### src/rtl/lfd_pkg.sv
// Shared types, codes and constants of the line follower drive controller.
// No dependencies; imported by every module of the block.
package lfd_pkg;

	// Widths
	localparam int CNT_W   = 11;  // period counter and internal duty
	localparam int SPD_W   = 13;  // signed wheel speed
	localparam int BASE_W  = 10;
	localparam int TRIM_W  = 9;
	localparam int CFG_W   = 10;
	localparam int DUTY_OUT_W = 10;

	// Defaults for the top-level parameters
	localparam int PWM_PERIOD_DEF = 1000;
	localparam int DUTY_LIMIT_DEF = 1000;

	// Register reset values
	localparam logic [BASE_W-1:0] BASE_RESET = 10'd500;

	// Item kinds
	localparam logic [1:0] KIND_TICK = 2'd0;
	localparam logic [1:0] KIND_LINE = 2'd1;
	localparam logic [1:0] KIND_CMD  = 2'd2;

	// Command codes
	localparam logic [2:0] CMD_UP    = 3'd0;
	localparam logic [2:0] CMD_DOWN  = 3'd1;
	localparam logic [2:0] CMD_LEFT  = 3'd2;
	localparam logic [2:0] CMD_RIGHT = 3'd3;
	localparam logic [2:0] CMD_STOP  = 3'd4;
	localparam logic [2:0] CMD_MODE  = 3'd5;

	// Line patterns, left/mid/right
	localparam logic [2:0] PAT_MID     = 3'b010;
	localparam logic [2:0] PAT_RIGHT   = 3'b001;
	localparam logic [2:0] PAT_MID_RGT = 3'b011;
	localparam logic [2:0] PAT_LEFT    = 3'b100;
	localparam logic [2:0] PAT_LFT_MID = 3'b110;

	// Configuration register indexes
	localparam logic REG_BASE_SPEED = 1'b0;
	localparam logic REG_WHEEL_TRIM = 1'b1;

	// Steering offsets
	localparam int OFS_TURN   = 150;
	localparam int OFS_TRACE  = 100;
	localparam int OFS_HARD_R = 500;
	localparam int OFS_SOFT   = 300;
	localparam int OFS_HARD_L = 600;

	// Queue between front and back
	localparam int QUEUE_DEPTH = 2;

	typedef enum logic [2:0] {
		OP_NOP,
		OP_TICK,
		OP_DRIVE,
		OP_TRACE,
		OP_MODE
	} op_t;

	typedef enum logic [3:0] {
		ST_FWD,
		ST_REV,
		ST_LEFT,
		ST_RIGHT,
		ST_STOP,
		ST_CENTER,
		ST_R_HARD,
		ST_R_SOFT,
		ST_L_HARD,
		ST_L_SOFT,
		ST_LOST
	} steer_t;

	typedef enum logic [1:0] {
		DIR_STOP,
		DIR_FWD,
		DIR_REV
	} dir_t;

	typedef enum logic [1:0] {
		DRV_MANUAL,
		DRV_TRACE,
		DRV_AVOID
	} drive_t;

	typedef enum logic [1:0] {
		SIDE_NONE,
		SIDE_RIGHT,
		SIDE_LEFT
	} side_t;

	// One classified request as it travels through the queue
	typedef struct packed {
		op_t    op;
		steer_t steer;
		logic   side_wr;
		side_t  side;
	} item_t;

	// Queue status seen by front and back
	typedef struct packed {
		logic full;
		logic valid;
	} q_stat_t;

	// Direction and saturated magnitude of one wheel
	typedef struct packed {
		dir_t             dir;
		logic [CNT_W-1:0] duty;
	} wheel_t;

endpackage

### src/rtl/line_follow_drive_pwm_top.sv
// Top level of the two-wheel line follower drive controller with software PWM.
// Depends on lfd_pkg, lfd_front, lfd_queue and lfd_back.
//
//   channel  signals                                      direction
//   in       in_valid/in_stall, mode, line_*, command     request in
//   out      out_valid/out_stall, pwm_*, dir_*, duty_*,   result out
//            drive_state
//   cfg      cfg_we, cfg_index, cfg_data                  register write
//
// One request per clock sustained while out_stall is low; a result is registered in the back end
// after the request has passed through the queue register.
// The back end updates all drive state at once on each request it pops.
// A two-entry queue separates classification from execution; in_stall rises only
// when it is full, which happens only while out_stall holds a result.
// Reset clears all state but the queue slots; base_speed resets to 500 and wheel_trim to 0.
module line_follow_drive_pwm_top
	import lfd_pkg::*;
#(
	parameter int PWM_PERIOD = PWM_PERIOD_DEF,
	parameter int DUTY_LIMIT = DUTY_LIMIT_DEF
) (
	input  logic                  clk,
	input  logic                  arst_n,
	input  logic                  in_valid,
	output logic                  in_stall,
	input  logic [1:0]            mode,
	input  logic                  line_left,
	input  logic                  line_mid,
	input  logic                  line_right,
	input  logic [2:0]            command,
	output logic                  out_valid,
	input  logic                  out_stall,
	output logic                  pwm_left,
	output logic                  pwm_right,
	output logic [1:0]            dir_left,
	output logic [1:0]            dir_right,
	output logic [DUTY_OUT_W-1:0] duty_left,
	output logic [DUTY_OUT_W-1:0] duty_right,
	output logic [1:0]            drive_state,
	input  logic                  cfg_we,
	input  logic                  cfg_index,
	input  logic [CFG_W-1:0]      cfg_data
);

	q_stat_t q_stat;
	logic    push;
	logic    pop;
	item_t   push_item;
	item_t   head;

	// Accept and classify
	lfd_front u_front (
		.in_valid   (in_valid),
		.in_stall   (in_stall),
		.mode       (mode),
		.line_left  (line_left),
		.line_mid   (line_mid),
		.line_right (line_right),
		.command    (command),
		.q_stat     (q_stat),
		.push       (push),
		.item       (push_item)
	);

	// Decouple front and back
	lfd_queue u_queue (
		.clk       (clk),
		.arst_n    (arst_n),
		.push      (push),
		.push_item (push_item),
		.pop       (pop),
		.q_stat    (q_stat),
		.head      (head)
	);

	// Execute and present the result
	lfd_back #(
		.PWM_PERIOD (PWM_PERIOD),
		.DUTY_LIMIT (DUTY_LIMIT)
	) u_back (
		.clk         (clk),
		.arst_n      (arst_n),
		.q_stat      (q_stat),
		.head        (head),
		.pop         (pop),
		.cfg_we      (cfg_we),
		.cfg_index   (cfg_index),
		.cfg_data    (cfg_data),
		.out_valid   (out_valid),
		.out_stall   (out_stall),
		.pwm_left    (pwm_left),
		.pwm_right   (pwm_right),
		.dir_left    (dir_left),
		.dir_right   (dir_right),
		.duty_left   (duty_left),
		.duty_right  (duty_right),
		.drive_state (drive_state)
	);

endmodule

### src/rtl/lfd_front.sv
// Front end: accepts input requests and classifies them into queue items.
// Depends on lfd_pkg.
module lfd_front
	import lfd_pkg::*;
(
	input  logic       in_valid,
	output logic       in_stall,
	input  logic [1:0] mode,
	input  logic       line_left,
	input  logic       line_mid,
	input  logic       line_right,
	input  logic [2:0] command,
	input  q_stat_t    q_stat,
	output logic       push,
	output item_t      item
);

	logic [2:0] pat;

	// Stall only on a full queue
	assign in_stall = q_stat.full;
	assign push     = in_valid & ~q_stat.full;
	assign pat      = {line_left, line_mid, line_right};

	// Classify the request by kind, pattern and command
	always_comb begin
		item.op      = OP_NOP;
		item.steer   = ST_STOP;
		item.side_wr = 1'b0;
		item.side    = SIDE_NONE;
		case (mode)
			KIND_TICK: begin
				item.op = OP_TICK;
			end
			KIND_LINE: begin
				item.op = OP_TRACE;
				case (pat)
					PAT_MID: begin
						item.steer   = ST_CENTER;
						item.side_wr = 1'b1;
						item.side    = SIDE_NONE;
					end
					PAT_RIGHT: begin
						item.steer   = ST_R_HARD;
						item.side_wr = 1'b1;
						item.side    = SIDE_RIGHT;
					end
					PAT_MID_RGT: begin
						item.steer   = ST_R_SOFT;
						item.side_wr = 1'b1;
						item.side    = SIDE_RIGHT;
					end
					PAT_LEFT: begin
						item.steer   = ST_L_HARD;
						item.side_wr = 1'b1;
						item.side    = SIDE_LEFT;
					end
					PAT_LFT_MID: begin
						item.steer   = ST_L_SOFT;
						item.side_wr = 1'b1;
						item.side    = SIDE_LEFT;
					end
					default: begin
						item.steer = ST_LOST;
					end
				endcase
			end
			KIND_CMD: begin
				case (command)
					CMD_UP: begin
						item.op    = OP_DRIVE;
						item.steer = ST_FWD;
					end
					CMD_DOWN: begin
						item.op    = OP_DRIVE;
						item.steer = ST_REV;
					end
					CMD_LEFT: begin
						item.op    = OP_DRIVE;
						item.steer = ST_LEFT;
					end
					CMD_RIGHT: begin
						item.op    = OP_DRIVE;
						item.steer = ST_RIGHT;
					end
					CMD_STOP: begin
						item.op    = OP_DRIVE;
						item.steer = ST_STOP;
					end
					CMD_MODE: begin
						item.op    = OP_MODE;
						item.steer = ST_STOP;
					end
					default: begin
						item.op = OP_NOP;
					end
				endcase
			end
			default: begin
				item.op = OP_NOP;
			end
		endcase
	end

endmodule

### src/rtl/lfd_queue.sv
// Short queue of classified items between front and back end.
// Depends on lfd_pkg.
module lfd_queue
	import lfd_pkg::*;
(
	input  logic    clk,
	input  logic    arst_n,
	input  logic    push,
	input  item_t   push_item,
	input  logic    pop,
	output q_stat_t q_stat,
	output item_t   head
);

	localparam int PTR_W = (QUEUE_DEPTH > 1) ? $clog2(QUEUE_DEPTH) : 1;
	localparam int CNT_QW = $clog2(QUEUE_DEPTH + 1);

	item_t              slot_q [QUEUE_DEPTH];
	logic [PTR_W-1:0]   wr_ptr_q;
	logic [PTR_W-1:0]   rd_ptr_q;
	logic [CNT_QW-1:0]  count_q;

	assign q_stat.full  = (count_q == CNT_QW'(QUEUE_DEPTH));
	assign q_stat.valid = (count_q != '0);
	assign head         = slot_q[rd_ptr_q];

	// Store pushed items
	always_ff @(posedge clk) begin
		if (push) begin
			slot_q[wr_ptr_q] <= push_item;
		end
	end

	// Advance pointers and fill count
	always_ff @(posedge clk or negedge arst_n) begin
		if (!arst_n) begin
			wr_ptr_q <= '0;
			rd_ptr_q <= '0;
			count_q  <= '0;
		end else begin
			if (push) begin
				wr_ptr_q <= (wr_ptr_q == PTR_W'(QUEUE_DEPTH - 1)) ? '0 : wr_ptr_q + 1'b1;
			end
			if (pop) begin
				rd_ptr_q <= (rd_ptr_q == PTR_W'(QUEUE_DEPTH - 1)) ? '0 : rd_ptr_q + 1'b1;
			end
			case ({push, pop})
				2'b10:   count_q <= count_q + 1'b1;
				2'b01:   count_q <= count_q - 1'b1;
				default: count_q <= count_q;
			endcase
		end
	end

endmodule

### src/rtl/lfd_back.sv
// Back end: executes queued items on the drive state and holds the result.
// Depends on lfd_pkg; the result registers are the drive state itself.
module lfd_back
	import lfd_pkg::*;
#(
	parameter int PWM_PERIOD = PWM_PERIOD_DEF,
	parameter int DUTY_LIMIT = DUTY_LIMIT_DEF
) (
	input  logic                  clk,
	input  logic                  arst_n,
	input  q_stat_t               q_stat,
	input  item_t                 head,
	output logic                  pop,
	input  logic                  cfg_we,
	input  logic                  cfg_index,
	input  logic [CFG_W-1:0]      cfg_data,
	output logic                  out_valid,
	input  logic                  out_stall,
	output logic                  pwm_left,
	output logic                  pwm_right,
	output logic [1:0]            dir_left,
	output logic [1:0]            dir_right,
	output logic [DUTY_OUT_W-1:0] duty_left,
	output logic [DUTY_OUT_W-1:0] duty_right,
	output logic [1:0]            drive_state
);

	// Configuration
	logic [BASE_W-1:0]        base_q;
	logic signed [TRIM_W-1:0] trim_q;

	// Drive state
	logic [CNT_W-1:0] count_q;
	wheel_t           wl_q;
	wheel_t           wr_q;
	logic             pin_l_q;
	logic             pin_r_q;
	drive_t           mode_q;
	side_t            side_q;
	logic             out_valid_q;

	// Next state
	logic [CNT_W-1:0] count_d;
	wheel_t           wl_d;
	wheel_t           wr_d;
	logic             pin_l_d;
	logic             pin_r_d;
	drive_t           mode_d;
	side_t            side_d;

	// Speed path
	logic [CNT_W-1:0]        count_inc;
	steer_t                  steer;
	logic signed [SPD_W-1:0] co;
	logic signed [SPD_W-1:0] dif;
	logic                    neg;
	logic                    zero;
	logic signed [SPD_W-1:0] b_ext;
	logic signed [SPD_W-1:0] t_ext;
	logic signed [SPD_W-1:0] spd_l;
	logic signed [SPD_W-1:0] spd_r;
	logic signed [SPD_W-1:0] raw_l;
	logic signed [SPD_W-1:0] raw_r;
	logic                    apply;

	// Map a signed speed to direction and saturated duty
	function automatic wheel_t drive_wheel(input logic signed [SPD_W-1:0] spd);
		wheel_t           w;
		logic [SPD_W-1:0] mag;
		if (spd > 0) begin
			w.dir = DIR_FWD;
			mag   = spd;
		end else if (spd < 0) begin
			w.dir = DIR_REV;
			mag   = -spd;
		end else begin
			w.dir = DIR_STOP;
			mag   = '0;
		end
		w.duty = (mag >= SPD_W'(DUTY_LIMIT)) ? CNT_W'(DUTY_LIMIT) : mag[CNT_W-1:0];
		return w;
	endfunction

	assign pop = q_stat.valid & (~out_valid_q | ~out_stall);

	// Resolve a lost line from the remembered side
	always_comb begin
		steer = head.steer;
		if (head.steer == ST_LOST) begin
			case (side_q)
				SIDE_RIGHT: steer = ST_R_HARD;
				SIDE_LEFT:  steer = ST_L_HARD;
				default:    steer = ST_FWD;
			endcase
		end
	end

	// Common and differential offsets of each steering choice
	always_comb begin
		co   = '0;
		dif  = '0;
		neg  = 1'b0;
		zero = 1'b0;
		case (steer)
			ST_FWD:    dif = '0;
			ST_REV:    neg = 1'b1;
			ST_LEFT:   dif = -SPD_W'(OFS_TURN);
			ST_RIGHT:  dif = SPD_W'(OFS_TURN);
			ST_STOP:   zero = 1'b1;
			ST_CENTER: co = -SPD_W'(OFS_TRACE);
			ST_R_HARD: begin
				co  = -SPD_W'(OFS_TRACE);
				dif = SPD_W'(OFS_HARD_R);
			end
			ST_R_SOFT: begin
				co  = -SPD_W'(OFS_TRACE);
				dif = SPD_W'(OFS_SOFT);
			end
			ST_L_HARD: begin
				co  = -SPD_W'(OFS_TRACE);
				dif = -SPD_W'(OFS_HARD_L);
			end
			ST_L_SOFT: begin
				co  = -SPD_W'(OFS_TRACE);
				dif = -SPD_W'(OFS_SOFT);
			end
			default:   zero = 1'b1;
		endcase
	end

	// Wheel speeds: left gets minus trim, right plus trim
	assign b_ext = SPD_W'($signed({1'b0, base_q}));
	assign t_ext = SPD_W'(trim_q);
	assign raw_l = b_ext + co - t_ext + dif;
	assign raw_r = b_ext + co + t_ext - dif;
	assign spd_l = zero ? '0 : (neg ? -raw_l : raw_l);
	assign spd_r = zero ? '0 : (neg ? -raw_r : raw_r);

	assign count_inc = count_q + 1'b1;

	// Apply the head item to the drive state
	always_comb begin
		count_d = count_q;
		wl_d    = wl_q;
		wr_d    = wr_q;
		pin_l_d = pin_l_q;
		pin_r_d = pin_r_q;
		mode_d  = mode_q;
		side_d  = side_q;
		apply   = 1'b0;
		case (head.op)
			OP_TICK: begin
				count_d = count_inc;
				if (count_inc == wl_q.duty) begin
					pin_l_d = 1'b0;
				end else if (count_inc == wr_q.duty) begin
					pin_r_d = 1'b0;
				end else if (count_inc >= CNT_W'(PWM_PERIOD)) begin
					pin_l_d = 1'b1;
					pin_r_d = 1'b1;
					count_d = '0;
				end
			end
			OP_DRIVE: begin
				apply = (mode_q == DRV_MANUAL);
			end
			OP_TRACE: begin
				apply = (mode_q == DRV_TRACE);
				if (apply && head.side_wr) begin
					side_d = head.side;
				end
			end
			OP_MODE: begin
				apply = 1'b1;
				case (mode_q)
					DRV_MANUAL: mode_d = DRV_TRACE;
					DRV_TRACE:  mode_d = DRV_AVOID;
					default:    mode_d = DRV_MANUAL;
				endcase
			end
			default: begin
				apply = 1'b0;
			end
		endcase
		if (apply) begin
			wl_d = drive_wheel(spd_l);
			wr_d = drive_wheel(spd_r);
		end
	end

	// Configuration writes
	always_ff @(posedge clk or negedge arst_n) begin
		if (!arst_n) begin
			base_q <= BASE_RESET;
			trim_q <= '0;
		end else if (cfg_we) begin
			case (cfg_index)
				REG_BASE_SPEED: base_q <= cfg_data[BASE_W-1:0];
				REG_WHEEL_TRIM: trim_q <= cfg_data[TRIM_W-1:0];
				default:        base_q <= base_q;
			endcase
		end
	end

	// Update state on pop; hold the result while stalled
	always_ff @(posedge clk or negedge arst_n) begin
		if (!arst_n) begin
			count_q     <= '0;
			wl_q        <= '{dir: DIR_STOP, duty: '0};
			wr_q        <= '{dir: DIR_STOP, duty: '0};
			pin_l_q     <= 1'b0;
			pin_r_q     <= 1'b0;
			mode_q      <= DRV_MANUAL;
			side_q      <= SIDE_NONE;
			out_valid_q <= 1'b0;
		end else begin
			if (pop) begin
				count_q     <= count_d;
				wl_q        <= wl_d;
				wr_q        <= wr_d;
				pin_l_q     <= pin_l_d;
				pin_r_q     <= pin_r_d;
				mode_q      <= mode_d;
				side_q      <= side_d;
				out_valid_q <= 1'b1;
			end else if (!out_stall) begin
				out_valid_q <= 1'b0;
			end
		end
	end

	assign out_valid   = out_valid_q;
	assign pwm_left    = pin_l_q;
	assign pwm_right   = pin_r_q;
	assign dir_left    = wl_q.dir;
	assign dir_right   = wr_q.dir;
	assign duty_left   = wl_q.duty[DUTY_OUT_W-1:0];
	assign duty_right  = wr_q.duty[DUTY_OUT_W-1:0];
	assign drive_state = mode_q;

endmodule

### config.mk
export PLATFORM = sky130hd
export DESIGN_NAME = line_follow_drive_pwm_top
export DESIGN_NICKNAME = d
export VERILOG_FILES = /design/src/rtl/lfd_pkg.sv /design/src/rtl/line_follow_drive_pwm_top.sv /design/src/rtl/lfd_front.sv /design/src/rtl/lfd_queue.sv /design/src/rtl/lfd_back.sv
export SDC_FILE = /design/constraint.sdc
export NUM_CORES = 1
export LEC_CHECK = 0
export ABC_AREA = 1
export BUFFER_PORTS_ARGS = -buffer_cell sky130_fd_sc_hd__buf_2
export CAP_MARGIN = 5
export CORE_MARGIN = 2
export CORE_UTILIZATION = 45
export CTS_CLUSTER_DIAMETER = 200
export CTS_CLUSTER_SIZE = 10
export DETAILED_ROUTE_END_ITERATION = 10
export GPL_ROUTABILITY_DRIVEN = 0
export PLACE_DENSITY = 0.63
export SYNTH_ARGS = -nofsm -noshare
export SYNTH_HDL_FRONTEND = slang
export SYNTH_SLANG_ARGS = --single-unit
export TNS_END_PERCENT = 1
### constraint.sdc
create_clock -name clk -period 6.5 [get_ports clk]
set_input_delay 1.3 -clock clk [delete_from_list [all_inputs] [get_ports clk]]
set_output_delay 1.3 -clock clk [all_outputs]
set_load 0.01 [all_outputs]
==> impl_metrics.py, run 1 <==
metrics = {
    "clock_tree": {
        "cts_sinks": 87,
        "clkTransAtPathRegs_ns": 0.07,
        "ctsLongestPathBuffers": 2,
        "insertion_delay_ns": 0.35,
        "cts-root-buf": "clkbuf_16",
        "cts_made_buffers": 9,
        "cts_tree": "done",
        "cts_max_level": 3,
        "cts_hold_buf": 0,
    },
    "routing": {
        "wl_mm": 19.1,
        "wl_per_cell_um": 12.9,
        "remaining_drc_errors": 6,
        "ant_nets": 0,
        "vias_per_cell": 5.00,
        "drt_pass1_iterations": 10,
        "drt_iter0_markers": 342,
        "num_vias": 7385,
    },
    "synth": {
        "ys.flop_type": "dfrtp_1",
        "synth.net_count": 1300,
        "synthDistinctLibCells": 51,
        "yosys_warnings": 0,
        "synth_cells": 1211,
        "synthArstFlopShare": 0.770,
        "ys_ff_latch": 87,
        "seq_area_frac_synth": 0.274,
        "avgSynthCellArea_um2": 6.89,
        "synth_edf_count": 20,
        "synth_area_um2": 8340,
    },
    "critical_path": {
        "cpPeakStageDelay_ns": 0.46,
        "crit_path_frequent_cell": "nand2_1",
        "required_ns": 6.74,
        "critPathArrivalTime_ns": 6.29,
        "r2r_slack_ns": 0.44,
        "cp-end-kind": "register",
        "crit_path_max_fanout": 13,
        "slowest_stage": "dfrtp_2",
        "critPathLaunchType": "register",
        "path_class": "register to register",
        "reg2reg_depth": 36,
    },
    "global_routing": {
        "grt_start_max_net_pins": 68,
        "globalRouteTotalUtil": 0.199,
        "grt_pass1_vias": 6838,
        "antenna_found_initial": 0,
        "grt_overflow_total": 0,
        "grt_pass1_wl_mm": 32.5,
    },
    "cells_and_area": {
        "final_layout_size_suffix_gt1_frac": 0.125,
        "area_growth_pct": 9.21,
        "layout.nets": 1333,
        "final_cell_mix": "nand2_1 (329), inv_1 (219), nand3_1 (113), nor2_1 (82), dfrtp_1 (60)",
        "final_util": 0.504,
        "fill_cells": 1824,
        "final_common_cell": "nand2_1",
        "diodes": 0,
    },
    "timing": {
        "fin_crit_sh": 0.932,
        "drv_slew": 0,
        "worst_pin_slew_ns": 0.906,
        "setup_viol": 0,
        "hold_slack_ns": 0.483,
        "fmax_mhz": 165,
        "tns_ns": 0,
        "clock_skew_ns": 0.0114,
        "timing_hold_violations_final": 0,
        "maxSlewHeadroom": 0.396,
        "period_needed_ns": 6.06,
    },
    "die": {
        "pin_count": 54,
        "die-area_um2": 19600,
        "core-area_um2": 18100,
        "initial_core_util": 0.461,
        "placementRows": 49,
        "die_h_um": 140,
        "die_w_um": 140,
    },
    "placed_design": {
        "dp.final_hpwl_mm": 15.2,
        "io_buffers": 53,
    },
    "outcome": {
        "violations": "DRC",
        "status": "finished, violations left",
    },
    "flow_run": {
        "cap_viol_max_count": 0,
    },
    "min_path": {
        "min_path_type": "register to register",
        "holdPathStages": 2,
    },
}
[cells by family after synthesis]
group	Yosys count	synth area share
XOR/XNOR	48	0.0504
buffers and inverters	268	0.136
adder cells (fa/ha/maj)	65	0.119
AND/OR/NAND/NOR	617	0.332
flip-flops	87	0.274
AO/OA/AOI/OAI	122	0.0834
multiplexers	4	0.00495
[final cells by class]
| cell class | instances | area (um^2) | area share |
|---|---|---|---|
| Clock inverter | 7 | 53.8 | 0.00591 |
| Tap cell | 229 | 287 | 0.0315 |
| Timing Repair Buffer | 62 | 333 | 0.0365 |
| Sequential cell | 87 | 2290 | 0.251 |
| Inverter | 227 | 855 | 0.0938 |
| Clock buffer | 9 | 225 | 0.0247 |
| Multi-Input combinational cell | 857 | 5070 | 0.557 |
[cells in the mapped netlist (all sizes together), types with 2 or more instances]
cell type | n | area share
or2 | 2 | 0.0015
o22ai | 2 | 0.0015
nor2 | 94 | 0.049
fa | 24 | 0.058
mux2i | 3 | 0.0036
nand3 | 125 | 0.082
a211oi | 2 | 0.0018
dfrtp | 61 | 0.18
edfxtp | 20 | 0.072
nand3b | 15 | 0.014
xnor2 | 18 | 0.019
a22oi | 4 | 0.0036
o211ai | 7 | 0.0069
o31ai | 2 | 0.0018
a21oi | 26 | 0.016
dfstp | 6 | 0.019
nor3 | 13 | 0.0084
o21ai | 69 | 0.043
inv | 227 | 0.10
ha | 41 | 0.062
a31oi | 3 | 0.0023
buf | 33 | 0.030
nand4 | 18 | 0.014
xor2 | 30 | 0.032
o21bai | 2 | 0.0018
nand2 | 342 | 0.16
nor4 | 5 | 0.0038
clkbuf | 8 | 0.0036
[layer usage]
layer,share of wire,up-vias,global-route usage
met5,0,-,0
met4,0.0071,0,0.0330
met3,0.034,11,0.0287
met2,0.47,110,0.336
met1,0.49,3391,0.278
li1,-,3873,-
[repair_timing]
item / CTS / global route
endpoints found under the setup margin: 0 / 20
gates resized for setup: 0 / 31
setup buffers: 0 / 5
[critical path: cells and delay by family (launching register included)]
| family | cells | cell delay (ns) |
|---|---|---|
| compound gates | 6 | 0.90 |
| xor+xnor | 2 | 0.53 |
| fa+ha+maj | 4 | 1.37 |
| buf+inv | 4 | 0.37 |
| flops | 1 | 0.46 |
| simple gates | 20 | 2.33 |
[registers in the layout, summed over array words and instances, names as in the netlist]
name,count
u_queue.wr_ptr_q,1
u_back.count_q,11
u_back.dir_right,2
u_back.side_q,2
u_back.pwm_right,1
u_back.out_valid,1
u_queue.slot_q,20
u_queue.rd_ptr_q,1
u_queue.count_q,2
u_back.trim_q,9
u_back.wl_q,1
u_back.dir_left,2
u_back.duty_left,10
u_back.wr_q,1
u_back.base_q,10
u_back.drive_state,2
u_back.pwm_left,1
u_back.duty_right,10
[worst paths after layout]
check,end,from
max reg2reg,u_back.duty_right[3]$_DFFE_PN0P_,u_queue.rd_ptr_q$_DFFE_PN0P_
min reg2reg,u_back.dir_left[0]$_DFFE_PN0P_,u_back.dir_left[0]$_DFFE_PN0P_
max in group asynchronous,u_queue.rd_ptr_q$_DFFE_PN0P_,arst_n
min,u_back.dir_left[0]$_DFFE_PN0P_,u_back.dir_left[0]$_DFFE_PN0P_
min in group asynchronous,u_back.dir_left[0]$_DFFE_PN0P_,arst_n
max,u_back.duty_right[3]$_DFFE_PN0P_,u_queue.rd_ptr_q$_DFFE_PN0P_
[metrics by stage]
step	cells	setup WS, ns	area (um^2)
2_1_floorplan	1211	1.06	8340
3_3_place_gp	1456	0.232	8640
3_5_place_dp	1456	0.0945	8640
4_1_cts	1472	0.0562	8920
5_1_grt	1478	-0.0711	9110
6_report	1478	0.444	9110
Power of run 1 is not shown: default switching activity piles up to over one toggle a cycle in this logic, so the estimate is an artifact.
==> run 2, diff against run 1 <==
clock period = 6.6 ns   (was 6.5 ns; I/O delays follow)
==> run 2 against run 1 <==
- the flow still finishes with violations (DRC)
- sequential share of layout area grew 0.12 points
- count of clock-buffer cells in the layout grew 1
- non-clock buffer count shrank 4
- setup slack gained 0.13 ns
- fmax grew 0.50%
- worst hold slack lost 0.0039 ns
- first-iteration DRC count grew 29%
- global-route usage shrank 0.057 points
- wire length shrank 1.5%
==> impl_metrics.py, run 2 (synthesis gave the netlist of run 1 again) <==
metrics = {
    "min_path": {
        "min_path_type": "register to register",
        "hold_path_end": "u_back.dir_left[0]$_DFFE_PN0P_",
        "holdPathStages": 2,
        "hold_start": "u_back.dir_left[0]$_DFFE_PN0P_",
    },
    "cells_and_area": {
        "area_growth_pct": 8.69,
        "design_area_um2": 9060,
        "final_layout_size_suffix_gt1_frac": 0.115,
        "fill_cells": 1805,
        "final_cell_mix": "nand2_1 (330), inv_1 (219), nand3_1 (114), nor2_1 (83), dfrtp_1 (60)",
        "largest-register": "u_queue.slot_q",
        "final_cells": 1474,
        "largest_reg_flops": 20,
        "final_util": 0.501,
        "final_common_cell": "nand2_1",
        "reg_top3": "u_queue.slot_q: 20 flops, u_back.count_q: 11 flops",
        "diodes": 0,
        "layout.nets": 1329,
    },
    "global_routing": {
        "grt_start_max_net_pins": 68,
        "grt_overflow_total": 0,
        "globalRouteTotalUtil": 0.199,
        "antenna_found_initial": 0,
        "grt_pass1_wl_mm": 32.2,
        "grt_pass1_vias": 6952,
    },
    "routing": {
        "ant_nets": 0,
        "remaining_drc_errors": 6,
        "num_vias": 7317,
        "wl_per_cell_um": 12.7,
        "drt_iter0_markers": 440,
        "drt_pass1_iterations": 10,
        "vias_per_cell": 4.96,
        "wl_mm": 18.8,
    },
    "die": {
        "die-area_um2": 19600,
        "die_h_um": 140,
        "pin_count": 54,
        "placementRows": 49,
        "die_w_um": 140,
        "initial_core_util": 0.461,
        "core-area_um2": 18100,
    },
    "critical_path": {
        "cp-end-kind": "register",
        "crit_path_max_fanout": 13,
        "crit_path_frequent_cell": "nand2_1",
        "r2r_slack_ns": 0.57,
        "cp-startpoint": "u_queue.rd_ptr_q$_DFFE_PN0P_",
        "required_ns": 6.81,
        "r2r_end": "u_back.duty_left[0]$_DFFE_PN0P_",
        "path_class": "register to register",
        "slowest_stage": "fa_1",
        "critPathLaunchType": "register",
        "critPathArrivalTime_ns": 6.24,
        "timing.rr.start": "u_queue.rd_ptr_q$_DFFE_PN0P_",
        "cpPeakStageDelay_ns": 0.48,
        "reg2reg_depth": 34,
    },
    "flow_run": {
        "cap_viol_max_count": 0,
    },
    "placed_design": {
        "io_buffers": 53,
        "dp.cells": 1455,
        "dp.final_hpwl_mm": 15.1,
        "place_area_um2": 8640,
    },
    "timing": {
        "fmax_mhz": 166,
        "worst_pin_slew_ns": 0.888,
        "hold_slack_ns": 0.479,
        "drv_slew": 0,
        "timing_hold_violations_final": 0,
        "period_needed_ns": 6.03,
        "maxSlewHeadroom": 0.408,
        "clock_skew_ns": 0.0125,
        "setup_viol": 0,
        "fin_crit_sh": 0.913,
    },
    "clock_tree": {
        "cts_made_buffers": 9,
        "insertion_delay_ns": 0.35,
        "cts_max_level": 3,
        "cts_sinks": 87,
        "cts-root-buf": "clkbuf_16",
        "ctsLongestPathBuffers": 2,
        "clkTransAtPathRegs_ns": 0.07,
        "cts_hold_buf": 0,
        "cts_tree": "done",
    },
    "outcome": {
        "status": "finished, violations left",
        "violations": "DRC",
    },
}
-- run 2: how the worst max path moves through the flow --
stage | to
after global routing | u_back.duty_left[0]$_DFFE_PN0P_
after floorplan | u_back.duty_right[9]$_DFFE_PN0P_
final | u_back.duty_left[0]$_DFFE_PN0P_
after global placement | u_back.duty_right[0]$_DFFE_PN0P_
after detailed placement | u_back.duty_right[6]$_DFFE_PN0P_
after CTS | u_back.duty_right[7]$_DFFE_PN0P_
-- run 2: area by class of cell --
cell class / instances / area (um^2) / area share
Clock inverter: 6 / 63.8 / 0.00704
Sequential cell: 87 / 2290 / 0.252
Tap cell: 229 / 287 / 0.0316
Inverter: 227 / 855 / 0.0943
Clock buffer: 10 / 250 / 0.0276
Multi-Input combinational cell: 857 / 5020 / 0.554
Timing Repair Buffer: 58 / 303 / 0.0334
-- run 2: stage by stage --
step	setup slack [ns]	setup TNS, ns
after floorplan	1.16	0
after global placement	0.552	0
after detailed placement	0.394	0
after CTS	0.350	0
after global routing	-0.00159	-0.00159
final	0.575	0
-- run 2: timing repair --
action	CTS	global route
gates resized for setup	0	20
setup buffers	0	2
setup endpoints to repair	0	16
-- run 2: layer usage --
layer / part of all wire / global-route usage / wire length (um) / vias to the layer above
met5: 0 / 0 / 0 / -
met4: 0.013 / 0.0516 / 239 / 0
met3: 0.028 / 0.0294 / 520 / 16
met2: 0.46 / 0.333 / 8600 / 114
met1: 0.50 / 0.271 / 9400 / 3334
li1: - / - / - / 3853
-- run 2: worst max-delay path, delay by kind of cell, from the launching register on --
family,cells,cell delay [ns]
AO/OA/AOI/OAI,5,0.80
flip-flops,1,0.45
XOR/XNOR,2,0.39
AND/OR/NAND/NOR,19,2.20
adder cells (fa/ha/maj),4,1.49
buffers and inverters,4,0.53
Power of run 2 is left out for the same reason.
